==> src/rtl/tari_ram.sv <==
// tari_ram: generic single write port, single read port ram with registered read
// no dependencies
module tari_ram #(
  parameter int unsigned WIDTH = 8,
  parameter int unsigned DEPTH = 32
) (
  input  logic                     clk_i,
  input  logic                     we_i,
  input  logic [$clog2(DEPTH)-1:0] waddr_i,
  input  logic [WIDTH-1:0]         wdata_i,
  input  logic [$clog2(DEPTH)-1:0] raddr_i,
  output logic [WIDTH-1:0]         rdata_o
);
  logic [WIDTH-1:0] mem [DEPTH];
  logic [WIDTH-1:0] rdata_q;

  always_ff @(posedge clk_i) begin
    if (we_i) begin
      mem[waddr_i] <= wdata_i;
    end
    rdata_q <= mem[raddr_i];
  end

  assign rdata_o = rdata_q;
endmodule

==> config.mk <==
export PLATFORM = sky130hd
export DESIGN_NAME = tari_ram
export DESIGN_NICKNAME = d
export VERILOG_FILES = /design/src/rtl/tari_ram.sv
export SDC_FILE = /design/constraint.sdc
export NUM_CORES = 1
export LEC_CHECK = 0
export BUFFER_PORTS_ARGS = -buffer_cell sky130_fd_sc_hd__buf_4
export CAP_MARGIN = 15
export CORE_ASPECT_RATIO = 0.7
export CORE_UTILIZATION = 61
export DETAILED_ROUTE_END_ITERATION = 10
export PLACE_DENSITY_LB_ADDON = 0.05
export SLEW_MARGIN = 20
export SYNTH_ARGS = -nofsm -noshare
export SYNTH_HDL_FRONTEND = slang
export SYNTH_SLANG_ARGS = --single-unit
==> constraint.sdc <==
create_clock -name clk_i -period 3 [get_ports clk_i]
set_clock_uncertainty 0.15 [all_clocks]
set_input_delay 0.45 -clock clk_i [delete_from_list [all_inputs] [get_ports clk_i]]
set_output_delay 0.45 -clock clk_i [all_outputs]
set_load 0.05 [all_outputs]
Word-level counts from Yosys, hierarchy flattened
Memories as Yosys holds them, arrays and structs flattened. A register that Yosys moved wholly into a read port is not among the register bits.
Cells that the tools add are included.
W data, S select, Z words.

word-level totals
  output and inout port bits = 8
  input bits = 20
  logic and storage cells = 3
  bits in latches = 0
  register bits after elaboration = 0
  memories = 1
  memory bits (writable) = 256
  memory bits (read-only) = 0

operators by class
  bitwise gates (word level) = 0
  magnitude comparators = 0
  shifts and indexed selects = 0
  divide/modulo/power cells = 0
  $add $sub $neg = 0
  muxes and demuxes = 2
  equal/unequal tests = 0
  multiply operators = 0
  reductions and logical operators = 0

memory list
  name  words  width  rd ports  clocked after Yosys merged registers in  write ports  line  text
  mem   32     8      1         1                                        1            14    logic [WIDTH-1:0] mem [DEPTH];

operator list
  kind     number
  $mux W1  2

Logic depth before layout (Yosys ltp)
Gate-level depths: netlist of run 1.

  depth in word-level cells = 2
  mapped depth = 5
  gate-level depth less buffers = 3

Least setup slack after synthesis of run 1
No wires, ideal clock.

  path kind = input-to-reg
  start point = in raddr_i[2]
  end point = reg rdata_q[0], in the netlist rdata_o[0], read port of mem
  arrival = 2.132 ns
  cell stages on the path = 5
  data required time = 2.729 ns
  buffers on the path = 2
  slack = 0.598 ns
  library setup time = 0.121 ns
  path through = clkbuf_1 > clkbuf_1 > mux4_2 > mux4_2 > mux2_2

RTL lines
  element          line  text
  start, declared  11    input logic [$clog2(DEPTH)-1:0] raddr_i,
  end, declared    15    logic [WIDTH-1:0] rdata_q;

==> results of run 1 <==
==> through the flow <==
step                 util  std cells  area (µm²)  total power (W)  setup WS [ns]
CTS                 0.728        722       11500          0.00755          0.941
detailed placement  0.680        679       10700          0.00466          0.421
floorplan               -        417       10100          0.00446          0.598
global placement    0.680        679       10700          0.00465          0.419
global route        0.728        722       11500          0.00772          0.907
finish              0.728        722       11500          0.00750          0.956
==> registers in the layout (all words and copies together), names as in the netlist <==
register	cells
rdata_o	8
mem	256
==> final cells by class <==
type                       instances  share of cell area
clock buffer                      29              0.0558
multi-input combinational        133               0.183
tap                              220              0.0240
timing repair buffer              62              0.0449
clock inverter                    14             0.00958
sequential                       264               0.683
==> path summary, 6_finish.rpt <==
path / from / endpoint / slack [ns] / depth (start not counted)
max: raddr_i[0] / rdata_o[3] / 0.96 / 5
min: raddr_i[3] / rdata_o[2] / 0.17 / 2
max reg2reg: mem[21][3] / rdata_o[3] / 1.03 / 3
min reg2reg: mem[10][6] / rdata_o[6] / 0.76 / 3
==> worst register-to-register path: stages (launching register included) <==
cell      delay, ns
edfxtp_1       0.36
mux4_2         0.54
mux4_2         0.52
mux2_2         0.29
==> synth_stat cells <==
cell type	number	share of area
clkbuf_1	6	0.0022
buf_6	1	0.0011
nand2_1	1	0.00037
or3_1	1	0.00062
nand3_1	2	0.0010
nand3b_1	5	0.0037
buf_1	6	0.0022
nor2_1	33	0.012
or3b_2	3	0.0026
dfxtp_1	8	0.016
edfxtp_1	256	0.76
mux4_2	80	0.18
mux2_2	8	0.0090
buf_4	6	0.0045
buf_2	1	0.00050
==> layout by cell type (no fill, tap or decap) <==
cell and instances:
or3_1 1, nor2_1 33, clkbuf_1 4, bufinv_16 2
clkinv_2 4, mux2_2 8, clkinv_1 8, buf_4 58
dfxtp_1 8, nand2_1 1, mux4_2 80, buf_12 4
nand3b_1 5, nand3_1 2, or3b_2 3, edfxtp_1 256
clkbuf_16 25
==> routing by layer <==
metal	routed length [µm]	up-vias	global-route usage
met4	259	0	0.0462
met2	9060	227	0.375
met5	0	-	0
li1	-	1907	-
met1	8940	2438	0.416
met3	2070	21	0.0611
==> where the power goes <==
part / total (W) / leakage [nW] / switching [W] / internal [W]
logic: 0.000463 / 0.927 / 0.000271 / 0.000192
registers: 0.00412 / 2.37 / 0.0000229 / 0.00410
clock network: 0.00292 / 0.369 / 0.00124 / 0.00168
total: 0.00750 / 3.67 / 0.00153 / 0.00597
==> cell families (layout without fill, tap and decap cells) <==
kind of cell / count (synthesis) / in the layout
simple gates: 45 / 45
mux: 88 / 88
flops: 264 / 264
buf+inv: 20 / 105
==> flow_summary.json, run 1 <==
{
  "drc": 0,
  "n_antenna_cell": 0,
  "wl_per_cell_um": 28.2,
  "cp.required_ns": 3.25,
  "initial_core_util": 0.637,
  "area_growth_pct": 14.3,
  "cts_hold_buf": 0,
  "cts_setup_buffers": 0,
  "coreArea_mm2": 0.0158,
  "dr.pass1.iters": 5,
  "num_rows": 38,
  "die_area_mm2": 0.0170,
  "synthSimpleGateAreaFrac": 0.0207,
  "cp-end-kind": "flop",
  "cts.reportedPaths.clkPinSlew_ns": 0.07,
  "multi_input_area_mm2": 0.00210,
  "h-tree-depth": 1,
  "critPathArrivalTime_ns": 2.29,
  "peakVddDrop_mv": 0.447,
  "gp_congestion": 0.777,
  "slew_viol_final": 0,
  "die_w_um": 155,
  "critPathLaunchType": "input port",
  "clk_latency_ns": 0.51,
  "die-height_um": 109,
  "grt_pass1_wl_um": 30300,
  "cp_common_cell": "mux4_2",
  "grtUsageTotal": 0.260,
  "crit_type": "in2reg",
  "p_per_area_mw_per_mm2": 653,
  "drive_gt1_frac": 0.367,
  "synth_xor_area_frac": 0,
  "dr.first_iter.drc_count": 507,
  "cts_resized": 0,
  "grt_antenna_before_repair": 1,
  "io_buffers": 27,
  "avgViaCountPerCell": 6.36,
  "fill_cells": 935,
  "path_buf_inv": 2,
  "wirelength_um": 20300,
  "worstMarginPinSlew_ns": 0.839,
  "fin_crit_ns": 2.04,
  "syn-cell-area_mm2": 0.0101,
  "cpPeakStageDelay_ns": 0.60,
  "setup_violations": 0,
  "synth_top_family_by_area": "multiplexers",
  "ys_ff_latch": 264,
  "crit_fanout": 32,
  "synthAdderAreaFrac": 0,
  "whs_ns": 0.167,
  "synth.distinct_cells": 15,
  "netlist_instances": 417,
  "status": "finished clean",
  "path_cells": "buf_4 -> buf_12 -> mux4_2 -> mux4_2 -> mux2_2",
  "vias": 4593,
  "ys_warn_count": 0,
  "ioPinCount": 28,
  "fin_tns_setup_ns": 0,
  "dp_hpwl_um": 12700,
  "grt_max_degree": 33,
  "grt_pass1_vias": 4573,
  "synthesis.nets": 437,
  "cts_buffers": 24,
  "p_leak_nw": 3.67,
  "syn_avg_cell_area_um2": 24.1,
  "maxCapViolations": 0,
  "slew-limit-headroom": 0.439,
  "register_area_mm2": 0.00785,
  "cts_sinks": 264,
  "ant_nets": 0,
  "cp_slowest_cell": "mux4_2",
  "cts.path.max_buffers": 3,
  "synthMuxAreaShare": 0.188,
  "nNetsFinal": 505,
  "post-route-period-util": 0.681,
  "crit_family": "multiplexers",
  "synth-compound-area-share": 0,
  "grt_overflow": 0,
  "hold_viol": 0,
  "cts-root-buf": "clkbuf_16",
  "grt_setup_unrepaired": "false",
  "hp-class": "in2reg",
  "cts_tree": "built",
  "yosysSeqAreaShare": 0.781,
  "max_freq_ghz": 0.489
}
(Power assumes the default switching activity.)
==> run 2: changes to the inputs <==
==> constraint.sdc (replaced) <==
create_clock -name clk_i -period 2 [get_ports clk_i]
set_clock_uncertainty 0.15 [all_clocks]
set_input_delay 0.3 -clock clk_i [delete_from_list [all_inputs] [get_ports clk_i]]
set_output_delay 0.3 -clock clk_i [all_outputs]
set_load 0.05 [all_outputs]
==> flow_summary.json, run 2 (same netlist as run 1, synthesis figures left out) <==
{
  "final_cells": 735,
  "grt_overflow": 0,
  "cp_common_cell": "mux4_2",
  "cp-end-kind": "flop",
  "maxCapViolations": 0,
  "post-route-period-util": 0.995,
  "setup_violations": 0,
  "p_per_area_mw_per_mm2": 984,
  "drive_gt1_frac": 0.392,
  "hold_viol": 0,
  "path_buf_inv": 0,
  "cts_buffers": 24,
  "die-height_um": 109,
  "ioPinCount": 28,
  "crit_family": "multiplexers",
  "slew-limit-headroom": 0.671,
  "gp_congestion": 0.777,
  "avgViaCountPerCell": 6.28,
  "crit_type": "reg2reg",
  "grt_setup_unrepaired": "true",
  "cts_sinks": 264,
  "critPathLaunchType": "flop",
  "largest-register": "mem",
  "coreArea_mm2": 0.0158,
  "grt_pass1_wl_um": 30300,
  "hp-class": "in2reg",
  "largest_reg_flops": 256,
  "clk_latency_ns": 0.51,
  "cp_slowest_cell": "mux4_2",
  "grtUsageTotal": 0.260,
  "reg2reg_depth": 3,
  "critPathArrivalTime_ns": 2.24,
  "slew_viol_final": 0,
  "area_growth_pct": 16.1,
  "peakVddDrop_mv": 0.712,
  "grt_max_degree": 33,
  "cts.reportedPaths.clkPinSlew_ns": 0.06,
  "hp-start": "raddr_i[3]",
  "whs_ns": 0.0302,
  "path_cells": "mux4_2 -> mux4_2 -> mux2_4",
  "hold-path-cell-count": 2,
  "cp.required_ns": 2.25,
  "drc": 0,
  "initial_core_util": 0.637,
  "final_cell_mix": "256 x edfxtp_1, 80 x mux4_2, 67 x buf_4",
  "fin_tns_setup_ns": 0,
  "fin_crit_ns": 1.99,
  "crit_fanout": 1,
  "dp_hpwl_um": 12900,
  "vias": 4618,
  "status": "finished clean",
  "cts-root-buf": "clkbuf_16",
  "fill_cells": 897,
  "cts_setup_buffers": 0,
  "ant_nets": 0,
  "dpl.cell_count": 691,
  "wirelength_um": 20500,
  "r2r_start": "mem[8][4]",
  "num_rows": 38,
  "io_buffers": 27,
  "h-tree-depth": 1,
  "final_common_cell": "edfxtp_1",
  "worstHoldEndpoint": "rdata_o[5]",
  "nNetsFinal": 517,
  "dr.first_iter.drc_count": 505,
  "p_leak_nw": 3.78,
  "max_freq_ghz": 0.503,
  "die_area_mm2": 0.0170,
  "cpPeakStageDelay_ns": 0.54,
  "die_w_um": 155,
  "regToRegEndpoint": "rdata_o[4]",
  "r2r_slack_ns": 0.01,
  "total_power_w": 0.0115,
  "dr.pass1.iters": 4,
  "grt_pass1_vias": 4629,
  "n_antenna_cell": 0,
  "grt_antenna_before_repair": 0,
  "cts.path.max_buffers": 3,
  "register_area_mm2": 0.00785,
  "wl_per_cell_um": 27.9,
  "cts_tree": "built",
  "multi_input_area_mm2": 0.00211,
  "worstMarginPinSlew_ns": 0.491
}
run 2: changes by cell type in the layout (fill, tap and decap cells not counted), moves of 2 or more:
| cell | change |
|---|---|
| buf_4 | +9 |
| clkbuf_8 | +4 |
| mux2_2 | -2 |
| buf_12 | +3 |
| mux2_4 | +2 |
| clkinv_1 | -4 |
run 2: how the worst max path moves through the flow:
| stage | startpoint | to | slack [ns] | cells after the start |
|---|---|---|---|---|
| finish | mem[8][4] | rdata_o[4] | 0.01 | 3 |
| global route | mem[8][4] | rdata_o[4] | -0.02 | 3 |
| CTS | mem[14][5] | rdata_o[5] | 0.006 | 3 |
| detailed placement | raddr_i[0] | rdata_o[5] | -0.38 | 5 |
| global placement | raddr_i[0] | rdata_o[4] | -0.37 | 5 |
| floorplan | raddr_i[0] | rdata_o[0] | -0.05 | 5 |
run 2: worst reg2reg max path, cell delays in order, from the launching register on:
cell,delay (ns)
edfxtp_1,0.38
mux4_2,0.52
mux4_2,0.55
mux2_4,0.29
run 2: where the power goes:
group          total (W)  internal, W  switching [W]
Clock            0.00458      0.00269        0.00189
Sequential       0.00618      0.00615      0.0000333
Combinational   0.000727     0.000309       0.000418
Total             0.0115      0.00915        0.00234
run 2: per-stage QoR:
step	setup slack (ns)	util	cell area (µm²)
floorplan	-0.0471	-	10200
detailed placement	-0.384	0.688	10900
global placement	-0.375	0.688	10900
CTS	0.00638	0.739	11700
finish	0.0107	0.740	11700
global route	-0.0202	0.740	11700
run 2: cell type report:
class	count	area share
timing repair buffer	74	0.0551
tap	220	0.0236
multi-input combinational	133	0.180
clock inverter	12	0.00954
sequential	264	0.672
clock buffer	32	0.0593
run 2: routing by layer:
| layer | vias up | global-route usage | share of wire |
|---|---|---|---|
| met5 | - | 0 | 0 |
| met4 | 0 | 0.0546 | 0.017 |
| met3 | 23 | 0.0481 | 0.073 |
| met2 | 192 | 0.376 | 0.45 |
| met1 | 2463 | 0.422 | 0.46 |
| li1 | 1940 | - | - |
run 2: repair_timing:
action | in CTS | in global routing
hold buffers | 0 | 0
setup endpoints to repair | 0 | 2
resized for setup | 0 | 2
